===== config.mk =====
export PLATFORM = sky130hd
export DESIGN_NAME = tss_front
export DESIGN_NICKNAME = d
export VERILOG_FILES = /design/src/hdl/tss_pkg.sv /design/src/hdl/tss_front.sv
export SDC_FILE = /design/constraint.sdc
export NUM_CORES = 1
export LEC_CHECK = 0
export BUFFER_PORTS_ARGS = -buffer_cell sky130_fd_sc_hd__buf_4
export CAP_MARGIN = 5
export CORE_AREA = 10 10 181 183
export CTS_BUF_LIST = sky130_fd_sc_hd__clkbuf_8
export CTS_CLUSTER_SIZE = 30
export DETAILED_ROUTE_END_ITERATION = 10
export DIE_AREA = 0 0 191 193
export GPL_TIMING_DRIVEN = 0
export SYNTH_ARGS = -nofsm -noshare
export SYNTH_HDL_FRONTEND = slang
export SYNTH_SLANG_ARGS = --single-unit

===== constraint.sdc =====
create_clock -name clk_i -period 6.6 [get_ports clk_i]
set_clock_uncertainty 0.1 [all_clocks]
set_input_delay 0.66 -clock clk_i [delete_from_list [all_inputs] [get_ports clk_i]]
set_output_delay 0.66 -clock clk_i [all_outputs]
set_load 0.02 [all_outputs]

===== src/hdl/tss_pkg.sv =====
// Shared types and constants of the triangle sphere subdivider.
// Used by every module of the block; depends on nothing.
`default_nettype none

package tss_pkg;

  localparam int unsigned COORD_W     = 24;               // Q8.16 coordinates
  localparam int unsigned IDX_W       = 16;               // running vertex index
  localparam int unsigned NRM_W       = 16;               // Q2.14 normals
  localparam int unsigned RAD_W       = 23;               // radius register
  localparam int unsigned NORM_IN_W   = 2 * (COORD_W + 1) + 1;  // cross product range
  localparam int unsigned QUEUE_DEPTH = 2;
  localparam int unsigned CFG_IDX_W   = 1;

  localparam logic [CFG_IDX_W-1:0] REG_RADIUS    = 1'b0;
  localparam logic [CFG_IDX_W-1:0] REG_FACE_MODE = 1'b1;

  localparam logic [RAD_W-1:0] RADIUS_RESET = 23'd65536;

  typedef struct packed {
    logic signed [COORD_W-1:0] in_pos_x;
    logic signed [COORD_W-1:0] in_pos_y;
    logic signed [COORD_W-1:0] in_pos_z;
    logic signed [COORD_W-1:0] in_tex_u;
    logic signed [COORD_W-1:0] in_tex_v;
  } in_word_t;

  typedef struct packed {
    logic signed [COORD_W-1:0] out_pos_x;
    logic signed [COORD_W-1:0] out_pos_y;
    logic signed [COORD_W-1:0] out_pos_z;
    logic signed [NRM_W-1:0]   out_norm_x;
    logic signed [NRM_W-1:0]   out_norm_y;
    logic signed [NRM_W-1:0]   out_norm_z;
    logic signed [COORD_W-1:0] out_tex_u;
    logic signed [COORD_W-1:0] out_tex_v;
    logic [IDX_W-1:0]          out_vertex_index;
    logic                      out_last;
  } out_word_t;

  // one triangle: corner 0 first
  typedef struct packed {
    in_word_t [2:0] corner;
  } job_t;

  typedef struct packed {
    logic                        start;
    logic signed [NORM_IN_W-1:0] x;
    logic signed [NORM_IN_W-1:0] y;
    logic signed [NORM_IN_W-1:0] z;
  } norm_req_t;

  typedef struct packed {
    logic                    done;
    logic signed [NRM_W-1:0] x;
    logic signed [NRM_W-1:0] y;
    logic signed [NRM_W-1:0] z;
  } norm_rsp_t;

endpackage

`default_nettype wire


===== src/hdl/tss_front.sv =====
// Front end: collects corners and hands a full triangle to the job queue.
// Depends on tss_pkg.
`default_nettype none

module tss_front
  import tss_pkg::*;
(
  input  logic     clk_i,
  input  logic     rst_ni,
  input  logic     in_valid_i,
  output logic     in_stall_o,
  input  in_word_t in_data_i,
  output logic     push_o,
  output job_t     job_o,
  input  logic     full_i
);

  logic [1:0] corner_q, corner_d;
  in_word_t   held_q [2];
  logic       accept;

  assign in_stall_o = (corner_q == 2'd2) && full_i;
  assign accept     = in_valid_i && !in_stall_o;
  assign push_o     = accept && (corner_q == 2'd2);

  assign job_o.corner[0] = held_q[0];
  assign job_o.corner[1] = held_q[1];
  assign job_o.corner[2] = in_data_i;

  always_comb begin
    corner_d = corner_q;
    if (accept) begin
      corner_d = (corner_q == 2'd2) ? 2'd0 : corner_q + 2'd1;
    end
  end

  always_ff @(posedge clk_i or negedge rst_ni) begin
    if (!rst_ni) begin
      corner_q <= 2'd0;
    end else begin
      corner_q <= corner_d;
    end
  end

  always_ff @(posedge clk_i) begin
    if (accept && corner_q != 2'd2) begin
      held_q[corner_q[0]] <= in_data_i;
    end
  end

endmodule

`default_nettype wire


==> qor_table.md <==
| Stage | Quantity | Value |
|---|---|---|
| run status | Outcome | finished, final reports clean |
| place | Number of buffers added on ports | 485 |
| logic synthesis | Post-synthesis sequential area ratio | 0.882 |
| global route | Via count of the first global-routing pass | 5518 |
| floorplanning | Cell Rows | 63 |
| worst hold path | Class of the tightest hold or removal check | in -> reg |
| global route | Total track usage | 0.129 |
| detailed routing | Post-detailed-route via-to-cell ratio | 3.85 |
| worst setup path | List of cells traversed by the critical path | nor4_1 -> buf_4 |
| cts | Worst-case clock buffer depth | 3 |
| place | Cell Area, Placed | 12500 um2 |
| logic synthesis | Per-instance average area after synthesis | 22.1 um2 |
| place | Placement-stage worst setup slack | 3.97 ns |
| logic synthesis | Cells after synthesis | 372 |
| logic synthesis | Post-synth top area share | 0.876 |
| logic synthesis | Synth Warn # | 0 |
| detailed routing | DRC violation count after routing | 0 |
| cts | Clk sinks | 242 |
| worst setup path | Internal reg-to-reg setup slack | 4.41 ns |
| logic synthesis | Synthesized flop and latch total | 242 |
| sta | Final-report max-slew violation count | 0 |
| worst setup path | Data required time at the worst endpoint | 5.84 ns |
| worst hold path | Endpoint with the worst hold slack | held_q[1][115] |
| power and ir drop | Worst-case vdd ir drop | 179 uV |
| place | Detailed-placement wirelength estimate | 20500 um |
| finish | Antenna diode count | 0 |
| worst setup path | R2r endpoint | held_q[0][96] |
| place | Number of instances in the placed design | 1255 |
| finish | Most frequent standard cell in the layout excluding fill and tap cells | buf_4 |
| sta | Min cycle time layout | 2.22 ns |
| sta | Transition at the pin with the smallest max-transition slack | 0.865 ns |
| worst setup path | Category of the worst setup path capture point | output pin |
| sta | Unrepaired setup endpoints after global routing | false |
| detailed routing | Via count of the routed design | 5098 |
| worst setup path | Data arrival time at the worst-slack endpoint | 1.46 ns |
| global route | Wire length of the first global-routing pass | 35600 um |
| finish | Non-filler cells, final | 1323 |
| worst setup path | Count of cells along the worst register-to-register path | 5 |
| place | RePlAce Congestion | 0.768 |
| power and ir drop | Total power per unit cell area | 348 nW/um2 |
| detailed routing | DRC marker count from the first detailed-route iteration | 165 |
| sta | Worst-case headroom to the max-slew limit | 0.423 |
| cts | H-tree levels | 2 |
| finish | Number of nets at the end of the flow | 1032 |
| cts | CTS tree | done |
| logic synthesis | Number of unique standard cell types used by synthesis | 12 |
| sta | Final WS setup | 4.38 ns |
| cts | Number of buffers created by CTS | 40 |
| cts | Clock latency on the worst-skew pair | 0.50 ns |
| logic synthesis | Cells taking the most area after synthesis | edfxtp_1, buf_4, dfrtp_1 |
| logic synthesis | Largest area contributor in the synthesized netlist | edfxtp_1 |
| detailed routing | Antenna violation net count after detailed routing | 0 |
| global route | Antenna violations before repair | 0 |
| cts | Buffers inserted by post-CTS timing repair | 0 |
| worst setup path | Critical-path top delay cell | dfrtp_1 |
| cts | Clock edge transition at the registers on the reported setup and hold paths | 0.07 ns |
| finish | Number of filler cells placed in the layout | 2570 |
| sta | Worst Hold Margin | 0.232 ns |
| finish | Share of cells above drive strength 1 | 0.711 |
| sta | Ratio of final minimum period to clock period | 0.337 |
| sta | Setup TNS | 0 ns |
| detailed routing | Average routed wire per standard cell | 19.6 um |
| floorplanning | Chip Width | 191 um |
| sta | Achievable frequency | 450 MHz |
| floorplanning | Effective utilization at floorplan | 0.281 |
| worst setup path | Highest fanout seen on the critical path | 7 |
| finish | Post-route cell area | 13300 um2 |
| floorplanning | Die height | 193 um |
| worst setup path | Number of buffer and inverter instances along the worst setup path | 1 |
| finish | Highest-count cells in the layout ignoring fill and taps | buf_4, edfxtp_1, clkbuf_8, inv_1, clkinv_1 |
| logic synthesis | Cell area after synthesis | 8230 um2 |
| logic synthesis | Syn_nets | 496 |
| detailed routing | Routed wire length | 25900 um |
| floorplanning | Core region area | 29200 um2 |
| worst setup path | Slowest stage delay, CP | 0.46 ns |
| global route | Remaining global-route overflow | 0 |
| worst hold path | Worst hold path startpoint | in_data_i[115] |
| floorplanning | Top Ports | 486 |
| cts | Clk root buf | clkbuf_8 |
| floorplanning | Die area | 36900 um2 |
| detailed routing | Drt pass-1 iters | 4 |
| worst setup path | Cell family with the largest share of critical-path delay | flip-flops |
| global route | Pin count of the biggest net entering global routing | 64 |
| power and ir drop | Leakage power total | 0.00571 uW |
| sta | Setup Viol. Count Final | 0 |
| worst setup path | Startpoint Class | register |
| worst hold path | Hold-critical path depth | 1 |
| flow run | Max-cap check violation count | 0 |
| worst setup path | Classification of the worst setup path | reg -> out |
| worst setup path | Critical R2R Launch | corner_q[0] |
| finish | Area growth from synthesis to final layout | 61.5% |
| worst setup path | Start point of the critical path | corner_q[0] |
| sta | Final hold violation count | 0 |
layer usage:
layer	up-vias	global-route usage	share of wire
met1	2422	0.134	0.35
li1	2345	-	-
met4	0	0.0436	0.023
met3	38	0.0594	0.11
met5	-	0	0
met2	293	0.225	0.51
power breakdown:
group | internal, uW | total, uW | switching [uW]
clock network | 689 | 1240 | 552
registers | 2050 | 2120 | 74.8
logic | 503 | 1260 | 762
repair_timing:
action                     in CTS  in global routing
hold endpoints to repair        2                  0
setup endpoints to repair       0                  0
hold buffers                    1                  0
resized for setup               0                  0
through the flow:
| stage | util | total power, uW |
|---|---|---|
| global route | 0.454 | 4850 |
| floorplan | - | 2760 |
| detailed placement | 0.429 | 3450 |
| finish | 0.454 | 4630 |
| CTS | 0.454 | 4710 |
| global placement | 0.422 | 3420 |
logic make-up (layout without fill, tap and decap cells):
kind of cell,Yosys count,after routing,synth area share
DFF,242,242,0.882
buffers and inverters,122,683,0.110
and+or+nand+nor,5,5,0.00457
AOI/OAI and AO/OA,3,3,0.00274
area by class of cell:
cell class	instances	area, um2	share of cell area
inverters	2	7.51	0.000565
plain buffers	120	901	0.0678
flip-flops and latches	242	7260	0.546
clock inverters	26	180	0.0136
multi-input cells	8	67.6	0.00509
repair buffers	494	3820	0.288
well taps	390	488	0.0367
clock buffers	41	564	0.0425
worst max path at each step:
stage	end	slack, ns	depth (start not counted)
after detailed placement	held_q[0][57]	3.97	7
after CTS	push_o	4.34	2
after global routing	push_o	4.23	2
after floorplan	held_q[0][0]	0.57	2
after global placement	held_q[0][57]	-2.26	3
final	push_o	4.38	2
cell usage after synthesis:
cell type,number
a21o_2,1
nor4_1,1
a31o_1,1
inv_1,2
a21oi_1,1
and2_2,1
buf_4,120
nor3b_1,1
nand2b_1,1
nor3_2,1
edfxtp_1,240
dfrtp_1,2
registers in the layout (all words and copies together) (netlist names):
register  count
held_q      240
corner_q      2
No activity file was read; power rests on OpenSTA's default activity.
