==> src/hdl/tss_pkg.sv <==
// Shared types and constants of the triangle sphere subdivider.
// Used by every module of the block; depends on nothing.
`default_nettype none

package tss_pkg;

  localparam int unsigned COORD_W     = 24;               // Q8.16 coordinates
  localparam int unsigned IDX_W       = 16;               // running vertex index
  localparam int unsigned NRM_W       = 16;               // Q2.14 normals
  localparam int unsigned RAD_W       = 23;               // radius register
  localparam int unsigned NORM_IN_W   = 2 * (COORD_W + 1) + 1;  // cross product range
  localparam int unsigned QUEUE_DEPTH = 2;
  localparam int unsigned CFG_IDX_W   = 1;

  localparam logic [CFG_IDX_W-1:0] REG_RADIUS    = 1'b0;
  localparam logic [CFG_IDX_W-1:0] REG_FACE_MODE = 1'b1;

  localparam logic [RAD_W-1:0] RADIUS_RESET = 23'd65536;

  typedef struct packed {
    logic signed [COORD_W-1:0] in_pos_x;
    logic signed [COORD_W-1:0] in_pos_y;
    logic signed [COORD_W-1:0] in_pos_z;
    logic signed [COORD_W-1:0] in_tex_u;
    logic signed [COORD_W-1:0] in_tex_v;
  } in_word_t;

  typedef struct packed {
    logic signed [COORD_W-1:0] out_pos_x;
    logic signed [COORD_W-1:0] out_pos_y;
    logic signed [COORD_W-1:0] out_pos_z;
    logic signed [NRM_W-1:0]   out_norm_x;
    logic signed [NRM_W-1:0]   out_norm_y;
    logic signed [NRM_W-1:0]   out_norm_z;
    logic signed [COORD_W-1:0] out_tex_u;
    logic signed [COORD_W-1:0] out_tex_v;
    logic [IDX_W-1:0]          out_vertex_index;
    logic                      out_last;
  } out_word_t;

  // one triangle: corner 0 first
  typedef struct packed {
    in_word_t [2:0] corner;
  } job_t;

  typedef struct packed {
    logic                        start;
    logic signed [NORM_IN_W-1:0] x;
    logic signed [NORM_IN_W-1:0] y;
    logic signed [NORM_IN_W-1:0] z;
  } norm_req_t;

  typedef struct packed {
    logic                    done;
    logic signed [NRM_W-1:0] x;
    logic signed [NRM_W-1:0] y;
    logic signed [NRM_W-1:0] z;
  } norm_rsp_t;

endpackage

`default_nettype wire

==> src/hdl/tss_norm.sv <==
// Shared vector normalizer: range reduction, sum of squares, bit-serial
// square root and three-lane restoring divide. Depends on tss_pkg.
`default_nettype none

module tss_norm
  import tss_pkg::*;
(
  input  logic      clk_i,
  input  logic      rst_ni,
  input  norm_req_t req_i,
  output norm_rsp_t rsp_o
);

  localparam int unsigned NW = NORM_IN_W;

  localparam logic [2:0] N_IDLE  = 3'd0;
  localparam logic [2:0] N_SHIFT = 3'd1;
  localparam logic [2:0] N_SQ    = 3'd2;
  localparam logic [2:0] N_ROOT  = 3'd3;
  localparam logic [2:0] N_DSET  = 3'd4;
  localparam logic [2:0] N_DIV   = 3'd5;

  logic [2:0]  st_q, st_d;
  logic        done_q, done_d;
  logic [4:0]  cnt_q, cnt_d;

  logic [NW-1:0]           mag_q [3];
  logic                    neg_q [3];
  logic [47:0]             acc_q;
  logic [63:0]             rv_q, res_q, bit_q;
  logic [46:0]             rem_q [3];
  logic [46:0]             dsh_q;
  logic [14:0]             quo_q [3];
  logic signed [NRM_W-1:0] nrm_q [3];

  logic signed [NW-1:0] vin [3];
  logic                 big_hi, big_lo;
  logic [22:0]          sq_op;
  logic [47:0]          acc_sum;
  logic [63:0]          trial;
  logic [14:0]          quo_d [3];
  logic                 ge [3];

  assign vin[0] = req_i.x;
  assign vin[1] = req_i.y;
  assign vin[2] = req_i.z;

  always_comb begin
    big_hi = 1'b0;
    big_lo = 1'b0;
    for (int i = 0; i < 3; i++) begin
      big_hi = big_hi | (|mag_q[i][NW-1:31]);
      big_lo = big_lo | (|mag_q[i][NW-1:23]);
    end
  end

  assign sq_op   = mag_q[cnt_q[1:0]][22:0];
  assign acc_sum = acc_q + 48'(46'(sq_op) * 46'(sq_op));
  assign trial   = res_q + bit_q;

  always_comb begin
    for (int i = 0; i < 3; i++) begin
      ge[i]    = (rem_q[i] >= dsh_q);
      quo_d[i] = {quo_q[i][13:0], ge[i]};
    end
  end

  always_comb begin
    st_d   = st_q;
    cnt_d  = cnt_q;
    done_d = 1'b0;
    case (st_q)
      N_IDLE: begin
        if (req_i.start) begin
          st_d = N_SHIFT;
        end
      end
      N_SHIFT: begin
        if (!big_hi && !big_lo) begin
          st_d  = N_SQ;
          cnt_d = '0;
        end
      end
      N_SQ: begin
        cnt_d = cnt_q + 5'd1;
        if (cnt_q == 5'd2) begin
          cnt_d = '0;
          if (acc_sum == '0) begin
            st_d   = N_IDLE;
            done_d = 1'b1;
          end else begin
            st_d = N_ROOT;
          end
        end
      end
      N_ROOT: begin
        cnt_d = cnt_q + 5'd1;
        if (cnt_q == 5'd31) begin
          st_d = N_DSET;
        end
      end
      N_DSET: begin
        st_d  = N_DIV;
        cnt_d = '0;
      end
      N_DIV: begin
        cnt_d = cnt_q + 5'd1;
        if (cnt_q == 5'd14) begin
          st_d   = N_IDLE;
          done_d = 1'b1;
        end
      end
      default: begin
        st_d = N_IDLE;
      end
    endcase
  end

  always_ff @(posedge clk_i or negedge rst_ni) begin
    if (!rst_ni) begin
      st_q   <= N_IDLE;
      cnt_q  <= '0;
      done_q <= 1'b0;
    end else begin
      st_q   <= st_d;
      cnt_q  <= cnt_d;
      done_q <= done_d;
    end
  end

  always_ff @(posedge clk_i) begin
    case (st_q)
      N_IDLE: begin
        for (int i = 0; i < 3; i++) begin
          neg_q[i] <= vin[i][NW-1];
          mag_q[i] <= vin[i][NW-1] ? NW'(-vin[i]) : NW'(vin[i]);
        end
        acc_q <= '0;
      end
      N_SHIFT: begin
        // truncating shifts compose, so reduce in coarse then fine steps
        for (int i = 0; i < 3; i++) begin
          if (big_hi) begin
            mag_q[i] <= mag_q[i] >> 8;
          end else if (big_lo) begin
            mag_q[i] <= mag_q[i] >> 1;
          end
        end
      end
      N_SQ: begin
        acc_q <= acc_sum;
        if (cnt_q == 5'd2) begin
          rv_q  <= {acc_sum, 16'h0000};
          res_q <= '0;
          bit_q <= 64'h4000_0000_0000_0000;
          if (acc_sum == '0) begin
            for (int i = 0; i < 3; i++) begin
              nrm_q[i] <= '0;
            end
          end
        end
      end
      N_ROOT: begin
        if (rv_q >= trial) begin
          rv_q  <= rv_q - trial;
          res_q <= (res_q >> 1) + bit_q;
        end else begin
          res_q <= res_q >> 1;
        end
        bit_q <= bit_q >> 2;
      end
      N_DSET: begin
        for (int i = 0; i < 3; i++) begin
          rem_q[i] <= {1'b0, mag_q[i][22:0], 23'd0} + 47'(res_q[31:0]);
          quo_q[i] <= '0;
        end
        dsh_q <= {res_q[31:0], 1'b0, 14'd0};
      end
      N_DIV: begin
        for (int i = 0; i < 3; i++) begin
          if (ge[i]) begin
            rem_q[i] <= rem_q[i] - dsh_q;
          end
          quo_q[i] <= quo_d[i];
          if (cnt_q == 5'd14) begin
            nrm_q[i] <= neg_q[i] ? -$signed({1'b0, quo_d[i]}) : $signed({1'b0, quo_d[i]});
          end
        end
        dsh_q <= dsh_q >> 1;
      end
      default: begin
      end
    endcase
  end

  assign rsp_o.done = done_q;
  assign rsp_o.x    = nrm_q[0];
  assign rsp_o.y    = nrm_q[1];
  assign rsp_o.z    = nrm_q[2];

endmodule

`default_nettype wire

==> config.mk <==
export PLATFORM = sky130hd
export DESIGN_NAME = tss_norm
export DESIGN_NICKNAME = d
export VERILOG_FILES = /design/src/hdl/tss_pkg.sv /design/src/hdl/tss_norm.sv
export SDC_FILE = /design/constraint.sdc
export NUM_CORES = 2
export LEC_CHECK = 0
export BUFFER_PORTS_ARGS = -buffer_cell sky130_fd_sc_hd__buf_2
export CAP_MARGIN = 20
export CORE_UTILIZATION = 53
export DETAILED_ROUTE_END_ITERATION = 10
export MAX_ROUTING_LAYER = met4
export PLACE_DENSITY = 0.71
export SETUP_SLACK_MARGIN = 0.15
export SYNTH_ARGS = -nofsm -noshare
export SYNTH_HDL_FRONTEND = slang
export SYNTH_SLANG_ARGS = --single-unit
==> constraint.sdc <==
create_clock -name clk_i -period 14.82 [get_ports clk_i]
set_input_delay 1.482 -clock clk_i [delete_from_list [all_inputs] [get_ports clk_i]]
set_output_delay 1.482 -clock clk_i [all_outputs]
set_load 0.05 [all_outputs]
==> reports/metrics.csv <==
stage,metric,value,unit
floorplan,Rows,127,
clocking,"Clk pin slew, worst setup/hold paths",0.06,ns
worst_setup_path,WP depth,27,
worst_setup_path,crit path capture type,flop,
clocking,post-CTS sizing,0,
grt,GRT Total Usage,31.94,%
final_layout,Storage cell area,0.01949,sq mm
sta,FMAX,87.45,MHz
final_layout,share of layout cells above drive strength 1,6.336,%
worst_setup_path,RR Endpoint,nrm_q[0][34]$_SDFFCE_PN0P_,
sta,Tcrit/Tclk final,77.16,%
final_layout,"Area growth, synth to finish",8.267,%
worst_setup_path,reg-to-reg critical path startpoint,cnt_q[1]$_DFFE_PN0P_,
worst_setup_path,CP max stage delay,0.83,ns
worst_setup_path,WP data arrival,11.75,ns
hold_path,HP Start,mag_q[2][50]$_SDFFE_PP0P_,
worst_setup_path,"CP delay by family, top",adder cells,
worst_setup_path,"most used cell, CP",fa_1,
final_layout,Multi-input gate area,0.04109,sq mm
grt,vias in the first global route,52950,
drt,DR WL/cell,21.67,microns
worst_setup_path,maximum fanout along the worst path,48,
floorplan,DIE AREA,0.1230,sq mm
clocking,clock sinks,651,
synth,ys flop type,edfxtp_1,
drt,DRC violations left,0,
sta,Layout Skew,0.05481,ns
sta,TNS Setup,0,ns
drt,final wirelength,192200,microns
final_layout,Nets,8230,
placement,port bufs,204,
clocking,CTS tree,built,
worst_setup_path,worst setup path category,reg -> reg,
sta,final-report hold violation count,0,
synth,Gate Count Post-Synth,7121,
hold_path,HP Class,reg -> reg,
synth,Post-synth ARST share,1.382,%
drt,post-route ant nets,0,
synth,"Seq/Total Area, Yosys",30.24,%
clocking,Post-CTS Hold Fix Bufs,0,
run,maxcap violations,0,
worst_setup_path,CP endpoint,nrm_q[0][34]$_SDFFCE_PN0P_,
drt,DR pass1 iterations,7,
worst_setup_path,"reg-to-reg slack, setup",3.38,ns
worst_setup_path,CP Launch Point,cnt_q[1]$_DFFE_PN0P_,
clocking,# H-tree levels,3,
floorplan,die width,350.7,microns
worst_setup_path,Worst Reg-to-Reg Cells,27,
clocking,Root Driver,clkbuf_16,
synth,"area leader, netlist",edfxtp_1,
sta,RSZ-0062 raised after global routing,no,
floorplan,Die H,350.7,microns
floorplan,core area,0.1203,sq mm
synth,Mapped Area,0.06446,sq mm
sta,# setup viols final,0,
grt,largest net degree at the start of global routing,90,
synth,number of flops mapped to enable cells by yosys,641,
sta,Slew headroom,23.69,%
sta,worst slew pin tran,1.143,ns
placement,hpwl dp,149700,microns
drt,via/cell ratio,6.031,
grt,first-pass GRT wire length,296800,microns
floorplan,Starting Density,53.59,%
floorplan,num ports,205,
synth,Yosys top cell area share,29.86,%
synth,Ys Warns,0,
synth,"top cells by area, synth","edfxtp_1 30%, fa_1 14%, ha_1 9.2%, xor2_1 4.7%, inv_1 4.5%",
grt,antenna violations before repair,28,
synth,post-synthesis register bit count,651,
worst_setup_path,CP max stage cell,o21a_1,
clocking,Clock Latency Late Sink,0.70,ns
sta,"Min Clock Period, post-route",11.44,ns
drt,number of DRC markers in iteration 0,4938,
worst_setup_path,worst endpoint required time,15.14,ns
clocking,TritonCTS Buffers,82,
clocking,clock buffer depth,3,
worst_setup_path,worst path buffer plus inverter count,6,
clocking,Post-CTS Setup Repair Bufs,0,
synth,synth unique cells,89,
worst_setup_path,nature of the critical path startpoint,flop,
sta,max-slew violations,0,
run_status,status,completed,
drt,via count,53490,
grt,gr ovfl total,0,
final_layout,FILL cells,10770,
synth,syn_area_per_cell,9.052,sq um
synth,syn nets,8189,
placement,GP Congestion,1.030,
## flip-flops by register name (all words and copies together), names as in the netlist
signal  flops
neg_q       3
acc_q      48
rem_q     141
quo_q      42
st_q        3
done_q      1
cnt_q       5
nrm_q      48
bit_q      32
rv_q       64
dsh_q      47
mag_q     153
res_q      64
## worst min path at each step
stage / to / slack [ns] / cells past startpoint
floorplan: mag_q[2][50]$_SDFFE_PP0P_ / 0.45 / 2
global placement: mag_q[2][50]$_SDFFE_PP0P_ / 0.51 / 2
detailed placement: mag_q[2][50]$_SDFFE_PP0P_ / 0.50 / 2
CTS: mag_q[2][50]$_SDFFE_PP0P_ / 0.51 / 2
global route: mag_q[2][50]$_SDFFE_PP0P_ / 0.52 / 2
finish: mag_q[2][50]$_SDFFE_PP0P_ / 0.51 / 2
## logic make-up (layout without fill, tap and decap cells)
family,count (synthesis),count (layout),synth area share (%)
other,0,28,0
DFF,651,651,30.24
AOI/OAI and AO/OA,1706,1706,16.61
xor gates and xnor gates,580,580,7.881
and+or+nand+nor,2142,2142,15.32
buffers and inverters,1074,1182,6.266
adders and majority gates,912,912,22.82
muxes,56,56,0.8715
## synthesized netlist by cell type (all sizes together) (18+ instances only)
| cell type | count |
|---|---|
| buf | 29 |
| or2 | 18 |
| o21ai | 514 |
| o211ai | 26 |
| inv | 770 |
| o41ai | 27 |
| a31o | 22 |
| nor2b | 46 |
| a211oi | 80 |
| o22ai | 18 |
| mux2i | 55 |
| and2 | 79 |
| a21o | 173 |
| nor2 | 651 |
| nor4 | 54 |
| or4 | 34 |
| nand4 | 77 |
| o31ai | 98 |
| edfxtp | 641 |
| ha | 473 |
| xor2 | 343 |
| o21bai | 48 |
| o21a | 52 |
| and3 | 105 |
| a21boi | 23 |
| a21oi | 375 |
| nor3 | 63 |
| clkbuf | 270 |
| a31oi | 111 |
| nand2b | 47 |
| fa | 439 |
| xnor2 | 237 |
| nand3 | 110 |
| nand2 | 758 |
| or3 | 39 |
## worst register-to-register path, cell delays in order, from the launching register on
cell	delay (ns)
dfrtp_1	0.70
buf_4	0.40
o21a_1	0.84
clkinv_1	0.72
nand2_1	0.23
fa_1	0.48
fa_1	0.52
inv_1	0.05
fa_1	0.50
inv_1	0.05
fa_1	0.53
inv_1	0.05
fa_1	0.49
fa_1	0.54
fa_1	0.45
ha_1	0.41
a21oi_1	0.21
o21ai_0	0.20
o2111ai_1	0.42
o211ai_1	0.29
or4b_1	0.61
nand2_1	0.13
nor2_1	0.06
a2111oi_0	0.62
mux2i_1	0.19
or3b_2	0.62
o21ai_4	0.18
buf_4	0.51
## layout make-up
class                   instances  area share (%)
well taps                    1612           2.890
inverters                     775           4.176
repair buffers                256           2.065
diodes                         28          0.1004
multi-input cells            5396           58.88
clock buffers                 105           3.093
clock inverters                46          0.8606
flip-flops and latches        651           27.93
## metal layers
metal	global-route usage (%)	part of all wire, %
met1	39.58	40
met2	52.08	48
met3	3.612	6.4
met4	15.52	5.3
met5	-	0
## placed cells by master, fill, tap and decap left out, types with 173 or more instances in the layout
master,n
a21oi_1,369
inv_1,766
xnor2_1,237
edfxtp_1,641
a21o_1,173
xor2_1,343
fa_1,439
o21ai_0,492
ha_1,473
nand2_1,753
buf_2,204
nor2_1,649
## per-stage QoR
| stage | hold slack (ns) | cells | instance area, sq um | setup slack, ns | utilization (%) |
|---|---|---|---|---|---|
| final | 0.5125 | 8869 | 69790 | 3.384 | 58.02 |
| after global routing | 0.5204 | 8869 | 69790 | 2.814 | 58.02 |
| after CTS | 0.5103 | 8837 | 69660 | 3.585 | 57.91 |
| after detailed placement | 0.5029 | 8686 | 66900 | 3.634 | 55.62 |
| after global placement | 0.5074 | 8685 | 66890 | 3.876 | 55.61 |
| after floorplan | 0.4478 | 7121 | 64460 | 2.106 | - |
Power is not shown: default switching activity piles up to over one toggle a cycle in this logic, so the estimate is an artifact.
