--- config.mk ---
export PLATFORM = sky130hd
export DESIGN_NAME = tss_fifo
export DESIGN_NICKNAME = d
export VERILOG_FILES = /design/src/hdl/tss_pkg.sv /design/src/hdl/tss_fifo.sv
export SDC_FILE = /design/constraint.sdc
export NUM_CORES = 1
export LEC_CHECK = 0
export ABC_AREA = 1
export CAP_MARGIN = 30
export CORE_AREA = 4 4 280 282
export CTS_CLUSTER_DIAMETER = 100
export DETAILED_ROUTE_END_ITERATION = 7
export DIE_AREA = 0 0 284 286
export DONT_BUFFER_PORTS = 1
export PLACE_DENSITY = 0.59
export SKIP_CTS_REPAIR_TIMING = 1
export SLEW_MARGIN = 20
export SYNTH_ARGS = -nofsm -noshare
export SYNTH_HDL_FRONTEND = slang
export SYNTH_SLANG_ARGS = --single-unit
--- constraint.sdc ---
create_clock -name clk_i -period 50.3 [get_ports clk_i]
set_input_delay 2.515 -clock clk_i [delete_from_list [all_inputs] [get_ports clk_i]]
set_output_delay 2.515 -clock clk_i [all_outputs]
set_load 0.005 [all_outputs]
--- src/hdl/tss_pkg.sv ---
// Shared types and constants of the triangle sphere subdivider.
// Used by every module of the block; depends on nothing.
`default_nettype none

package tss_pkg;

  localparam int unsigned COORD_W     = 24;               // Q8.16 coordinates
  localparam int unsigned IDX_W       = 16;               // running vertex index
  localparam int unsigned NRM_W       = 16;               // Q2.14 normals
  localparam int unsigned RAD_W       = 23;               // radius register
  localparam int unsigned NORM_IN_W   = 2 * (COORD_W + 1) + 1;  // cross product range
  localparam int unsigned QUEUE_DEPTH = 2;
  localparam int unsigned CFG_IDX_W   = 1;

  localparam logic [CFG_IDX_W-1:0] REG_RADIUS    = 1'b0;
  localparam logic [CFG_IDX_W-1:0] REG_FACE_MODE = 1'b1;

  localparam logic [RAD_W-1:0] RADIUS_RESET = 23'd65536;

  typedef struct packed {
    logic signed [COORD_W-1:0] in_pos_x;
    logic signed [COORD_W-1:0] in_pos_y;
    logic signed [COORD_W-1:0] in_pos_z;
    logic signed [COORD_W-1:0] in_tex_u;
    logic signed [COORD_W-1:0] in_tex_v;
  } in_word_t;

  typedef struct packed {
    logic signed [COORD_W-1:0] out_pos_x;
    logic signed [COORD_W-1:0] out_pos_y;
    logic signed [COORD_W-1:0] out_pos_z;
    logic signed [NRM_W-1:0]   out_norm_x;
    logic signed [NRM_W-1:0]   out_norm_y;
    logic signed [NRM_W-1:0]   out_norm_z;
    logic signed [COORD_W-1:0] out_tex_u;
    logic signed [COORD_W-1:0] out_tex_v;
    logic [IDX_W-1:0]          out_vertex_index;
    logic                      out_last;
  } out_word_t;

  // one triangle: corner 0 first
  typedef struct packed {
    in_word_t [2:0] corner;
  } job_t;

  typedef struct packed {
    logic                        start;
    logic signed [NORM_IN_W-1:0] x;
    logic signed [NORM_IN_W-1:0] y;
    logic signed [NORM_IN_W-1:0] z;
  } norm_req_t;

  typedef struct packed {
    logic                    done;
    logic signed [NRM_W-1:0] x;
    logic signed [NRM_W-1:0] y;
    logic signed [NRM_W-1:0] z;
  } norm_rsp_t;

endpackage

`default_nettype wire

--- src/hdl/tss_fifo.sv ---
// Short queue of triangle jobs between the front end and the back end.
// Depends on tss_pkg.
`default_nettype none

module tss_fifo
  import tss_pkg::*;
#(
  parameter int unsigned Depth = QUEUE_DEPTH
) (
  input  logic clk_i,
  input  logic rst_ni,
  input  logic push_i,
  input  job_t data_i,
  output logic full_o,
  output logic valid_o,
  input  logic pop_i,
  output job_t data_o
);

  localparam int unsigned PtrW = $clog2(Depth);
  localparam int unsigned CntW = $clog2(Depth + 1);

  job_t            mem_q [Depth];
  logic [PtrW-1:0] wr_q, wr_d, rd_q, rd_d;
  logic [CntW-1:0] cnt_q, cnt_d;

  assign full_o  = (cnt_q == CntW'(Depth));
  assign valid_o = (cnt_q != '0);
  assign data_o  = mem_q[rd_q];

  always_comb begin
    wr_d  = wr_q;
    rd_d  = rd_q;
    cnt_d = cnt_q;
    if (push_i) begin
      wr_d = (wr_q == PtrW'(Depth - 1)) ? '0 : wr_q + 1'b1;
    end
    if (pop_i) begin
      rd_d = (rd_q == PtrW'(Depth - 1)) ? '0 : rd_q + 1'b1;
    end
    if (push_i && !pop_i) begin
      cnt_d = cnt_q + 1'b1;
    end else if (pop_i && !push_i) begin
      cnt_d = cnt_q - 1'b1;
    end
  end

  always_ff @(posedge clk_i or negedge rst_ni) begin
    if (!rst_ni) begin
      wr_q  <= '0;
      rd_q  <= '0;
      cnt_q <= '0;
    end else begin
      wr_q  <= wr_d;
      rd_q  <= rd_d;
      cnt_q <= cnt_d;
    end
  end

  always_ff @(posedge clk_i) begin
    if (push_i) begin
      mem_q[wr_q] <= data_i;
    end
  end

endmodule

`default_nettype wire

==> results.sh, run 1 <==
export IMPL_ys_types=15
export IMPL_ant_nets=0
export IMPL_grtUsageTotal_pct=13.62
export IMPL_netlist_area_um2=27410
export IMPL_drtPass1Iterations=5
export IMPL_synthesis_instances=1145
export IMPL_min_to="cnt_q[1]"
export IMPL_cp_start_kind="flop"
export IMPL_max_cap_violations=0
export IMPL_clock_path_buffers=3
export IMPL_place_area_um2=28330
export IMPL_end_kind="output port"
export IMPL_r2r_setup_slack_ps=46760
export IMPL_num_rows=101
export IMPL_syn_num_nets=1510
export IMPL_async_flop_share_pct=0.5525
export IMPL_fin_area_um2=30860
export IMPL_grt_ovfl_total=0
export IMPL_grt_max_degree=157
export IMPL_io_pin_count=726
export IMPL_start_util_pct=36.22
export IMPL_slew_viol_final=0
export IMPL_hold_viol=0
export IMPL_tightest_slew_ps=1118
export IMPL_clockRootBuffer="clkbuf_16"
export IMPL_cts_sink_count=724
export IMPL_io_buffers=0
export IMPL_ys_warn_count=0
export IMPL_synth_seq_cells=724
export IMPL_die_w_um=284
export IMPL_r2r_end="mem_q[1][274]"
export IMPL_cts_tree="done"
export IMPL_cp_arrival_ps=4280
export IMPL_worstHoldPathType="flop to flop"
export IMPL_fin_tns_setup_ps=0
export IMPL_yosysTopAreaCell="edfxtp_1"
export IMPL_drive_gt1_share_pct=38.55
export IMPL_core_um2=75700
export IMPL_nFillCells=6584
export IMPL_die_h_um=286
export IMPL_avgSynthCellArea_um2=23.94
export IMPL_ys_seq_area_share_pct=79.23
export IMPL_fmax_ghz=0.1472
export IMPL_drc=0
export IMPL_status="finished, final reports clean"
export IMPL_critPathMaxFanout=54
export IMPL_routed_via_density=4.814
export IMPL_slew_headroom_pct=25.48
export IMPL_hp_start="cnt_q[1]"
export IMPL_vdd_drop_max_uv=48.90
export IMPL_synth_area_leaders="edfxtp_1, mux2_4, mux2_2"
export IMPL_synth_edf_count=720
export IMPL_yosys_area_top_type_share_pct=78.87
export IMPL_cp_startpoint="rd_q"
export IMPL_dp_slack_ps=43820
export IMPL_clk_latency_ps=610
export IMPL_die_area_um2=81220
export IMPL_place_congestion=0.7841
export IMPL_synth_most_common_cell="edfxtp_1"
export IMPL_holdPathStages=2
export IMPL_grt_pass1_wl_mm=81.25
export IMPL_yosys_top_cells_count="edfxtp_1, mux2_4, mux2_2"
export IMPL_clkTransAtPathRegs_ps=60
export IMPL_p_per_area_nw_per_um2=58.58
export IMPL_grt_pass1_vias=11402
export IMPL_routed_wl_mm=58.35
export IMPL_period_needed_ps=6795
export IMPL_nets=1569
export IMPL_crit_required_ps=47780
export IMPL_setup_ws_ps=43510
export IMPL_path_class="flop to output port"
export IMPL_rsz0062_at_grt="no"
export IMPL_post_drt_wl_per_cell_um=26.13
export IMPL_route_vias_total=10750
export IMPL_post_route_util_pct=40.77
export IMPL_antenna_found_initial=4
export IMPL_finalCritPeriodShare_pct=13.51
export IMPL_syn2layout_area_growth_pct=12.58
export IMPL_skew_ps=34.51
export IMPL_cts_made_buffers=76
export IMPL_h_tree_depth=3
export IMPL_rr_startpoint="wr_q"
export IMPL_drt_first_iter_violations=534
export IMPL_synthFlopType="edfxtp_1"
export IMPL_hpwlAfterDp_mm=41.16
export IMPL_leakage_uw=0.01083
export IMPL_setup_violations=0
export IMPL_r2r_cells=5
==> worst max-delay path: stages (launching register included) <==
cell	delay (ps)
dfrtp_4	880
buf_4	740
buf_4	430
buf_16	310
buf_4	740
mux2_4	370
==> logic make-up after synthesis <==
family                     count (synthesis)  share of synthesized area (%)
adders and majority gates                  1                        0.04563
buffers and inverters                     47                          1.716
and+or+nand+nor                           10                         0.1506
xor gates and xnor gates                   3                        0.09586
muxes                                    360                          18.76
DFF                                      724                          79.23
==> cells in the final DEF (no fill, tap or decap), types with 2 or more instances in the layout <==
master / Yosys / routed
edfxtp_1: 720 / 720
mux2_4: 290 / 290
clkbuf_16: 0 / 76
mux2_2: 70 / 70
clkinv_1: 0 / 17
buf_4: 0 / 13
clkbuf_1: 0 / 11
clkinv_2: 0 / 10
buf_16: 0 / 7
inv_1: 7 / 6
nand2_1: 6 / 6
clkinv_16: 0 / 4
bufinv_16: 0 / 3
dfrtp_1: 4 / 3
diode_2: 0 / 2
inv_8: 0 / 2
xor2_1: 2 / 2
clkinv_8: 0 / 2
inv_6: 0 / 2
==> registers in the layout, indices dropped and copies added (netlist names) <==
signal  count
wr_q        1
rd_q        1
cnt_q       2
mem_q     720
==> per-stage QoR <==
step | std cells | hold slack, ps | power (µW)
floorplan | 1145 | 441.7 | 1269
global placement | 2097 | 473.3 | 1297
detailed placement | 2097 | 472.5 | 1305
CTS | 2224 | 502.0 | 1831
global route | 2233 | 546.0 | 1889
finish | 2233 | 504.6 | 1808
==> power breakdown <==
part	switching, µW	internal (µW)
Sequential	34.4	801
Clock	223	295
Combinational	238	216
==> worst max path at each step <==
stage / end / cells after the start / slack (ps)
floorplan: mem_q[0][0] / 2 / 31610
global placement: data_o[239] / 4 / 43910
detailed placement: data_o[116] / 4 / 43820
CTS: data_o[116] / 4 / 43130
global route: data_o[76] / 5 / 43210
finish: data_o[230] / 5 / 43510
==> final cells by class <==
| cell class | instances | area, µm² | area share [%] |
|---|---|---|---|
| clock buffers | 87 | 1943 | 6.296 |
| repair buffers | 21 | 310.3 | 1.005 |
| multi-input cells | 374 | 5230 | 16.95 |
| flip-flops and latches | 724 | 21720 | 70.39 |
| clock inverters | 40 | 392.9 | 1.273 |
| well taps | 978 | 1224 | 3.965 |
| inverters | 7 | 33.78 | 0.1095 |
| diodes | 2 | 5.005 | 0.01622 |
==> metal layers <==
layer	track usage [%]	vias up	wire [µm]
li1	-	4689	-
met1	13.28	5483	18700
met2	24.54	475	31180
met3	6.996	99	6622
met4	5.179	4	1807
met5	0	-	34
(Power assumes the default switching activity.)
==> run 2: changes to the inputs <==
- clock period: 50.3 -> 6.8 ns (I/O delays scaled with it)
==> results.sh, run 2 (synthesized netlist as in run 1, its figures left out) <==
export IMPL_drive_gt1_share_pct=29.89
export IMPL_route_vias_total=12343
export IMPL_endpoint="data_o[235]"
export IMPL_die_h_um=286
export IMPL_finalCritPeriodShare_pct=47.44
export IMPL_max_cap_violations=0
export IMPL_grt_use_met1_pct=13.08
export IMPL_clk_latency_ps=620
export IMPL_antenna_found_initial=4
export IMPL_r2r_setup_slack_ps=4350
export IMPL_final_cell_mix="edfxtp_1, dlygate4sd3_1, mux2_4"
export IMPL_grt_util_met3_pct=6.677
export IMPL_die_w_um=284
export IMPL_fin_area_um2=34630
export IMPL_end_kind="output port"
export IMPL_grt_pass1_wl_mm=81.52
export IMPL_layout_commonest_cell="edfxtp_1"
export IMPL_cts_tree="done"
export IMPL_grt_max_degree=177
export IMPL_tightest_slew_ps=1168
export IMPL_ant_nets=0
export IMPL_cp_slowest_cell="dfrtp_4"
export IMPL_skew_ps=40.56
export IMPL_fin_tns_setup_ps=0
export IMPL_leakage_uw=0.01238
export IMPL_period_needed_ps=3226
export IMPL_grtUsageTotal_pct=13.73
export IMPL_path_class="flop to output port"
export IMPL_clkTransAtPathRegs_ps=60
export IMPL_slew_viol_final=0
export IMPL_clockRootBuffer="clkbuf_16"
export IMPL_setup_violations=0
export IMPL_h_tree_depth=3
export IMPL_cts_made_buffers=79
export IMPL_grt_ovfl_total=0
export IMPL_cp_startpoint="rd_q"
export IMPL_cp_arrival_ps=2890
export IMPL_grt_pass1_vias=11552
export IMPL_critPathMaxStageDelay_ps=910
export IMPL_core_um2=75700
export IMPL_worstHoldPathType="primary input to flop"
export IMPL_crit_required_ps=6460
export IMPL_drtPass1Iterations=5
export IMPL_grt_use_met2_pct=25.36
export IMPL_rsz0062_at_grt="no"
export IMPL_die_area_um2=81220
export IMPL_place_congestion=0.8416
export IMPL_clock_path_buffers=3
export IMPL_dp_cells=2093
export IMPL_routed_via_density=4.749
export IMPL_p_per_area_nw_per_um2=401.7
export IMPL_post_drt_wl_per_cell_um=23.76
export IMPL_largest_register="mem_q"
export IMPL_top_usage_layer="met2"
export IMPL_largest_reg_flops=720
export IMPL_drt_first_iter_violations=748
export IMPL_start_util_pct=36.22
export IMPL_routed_wl_mm=61.74
export IMPL_place_area_um2=28370
export IMPL_io_buffers=0
export IMPL_r2r_cells=3
export IMPL_crit_chain="buf_12 > mux2_4"
export IMPL_slew_headroom_pct=22.13
export IMPL_hpwlAfterDp_mm=41.28
export IMPL_syn2layout_area_growth_pct=26.32
export IMPL_io_pin_count=726
export IMPL_critPathMaxFanout=121
export IMPL_hold_viol=0
export IMPL_rr_startpoint="wr_q"
export IMPL_r2r_end="mem_q[1][148]"
export IMPL_final_cells=2599
export IMPL_cp_start_kind="flop"
export IMPL_nets=1926
export IMPL_num_rows=101
export IMPL_vdd_drop_max_uv=487.5
export IMPL_status="finished, final reports clean"
export IMPL_fmax_ghz=0.3100
export IMPL_cts_sink_count=724
export IMPL_drc=0
export IMPL_top_regs="mem_q x720, cnt_q x2"
-- run 2: changes by cell type in the layout (fill, tap and decap cells not counted), sizes merged --
cell / before / now
diode: 2 / 5
clkinvlp: 1 / 4
inv: 10 / 9
dlygate4sd3: 0 / 364
clkinv: 33 / 25
bufinv: 3 / 8
clkbuf: 87 / 97
buf: 21 / 11
-- run 2: how the worst min path moves through the flow --
| stage | slack (ps) | from | end | cells after the start |
|---|---|---|---|---|
| after floorplan | 40 | rst_ni | cnt_q[0] | 0 |
| final | 30 | pop_i | cnt_q[0] | 3 |
| after detailed placement | 40 | rst_ni | wr_q | 0 |
| after global routing | 30 | pop_i | cnt_q[0] | 3 |
| after CTS | -650 | rst_ni | wr_q | 0 |
| after global placement | 40 | rst_ni | wr_q | 0 |
-- run 2: report_power, final --
part | switching (µW) | internal (µW) | leakage (µW)
clock network | 1690 | 2480 | 0.00124
logic | 1810 | 1710 | 0.00434
registers | 274 | 5940 | 0.00680
-- run 2: cell type report --
| class | instances | area, µm² |
|---|---|---|
| flip-flops and latches | 724 | 21720 |
| well taps | 978 | 1224 |
| fillers | 6225 | 41070 |
| clock buffers | 97 | 2066 |
| inverters | 7 | 30.03 |
| repair buffers | 375 | 3834 |
| clock inverters | 39 | 509.2 |
| diodes | 5 | 12.51 |
| multi-input cells | 374 | 5230 |
-- run 2: critical path, delay by kind of cell, from the launching register on --
kind / cells / cell delay [ps]
buffers and inverters: 1 / 690
DFF: 1 / 910
muxes: 1 / 380
-- run 2: metal layers --
metal  wire [µm]  vias up  share of wire (%)
met2       33570      525                 54
met3        4596      123                7.4
li1            -     5396                  -
met5           0        -                  0
met4        1831        0                3.0
met1       21750     6299                 35
-- run 2: through the flow --
step	setup slack, ps	utilization [%]	power, µW	hold WS (ps)
2_1_floorplan	500.8	-	9125	44.41
3_3_place_gp	4176	37.45	9598	44.74
3_5_place_dp	4095	37.48	9658	44.79
4_1_cts	3392	40.88	13860	-650.6
5_1_grt	3421	45.74	14480	26.36
6_report	3574	45.75	13910	31.50
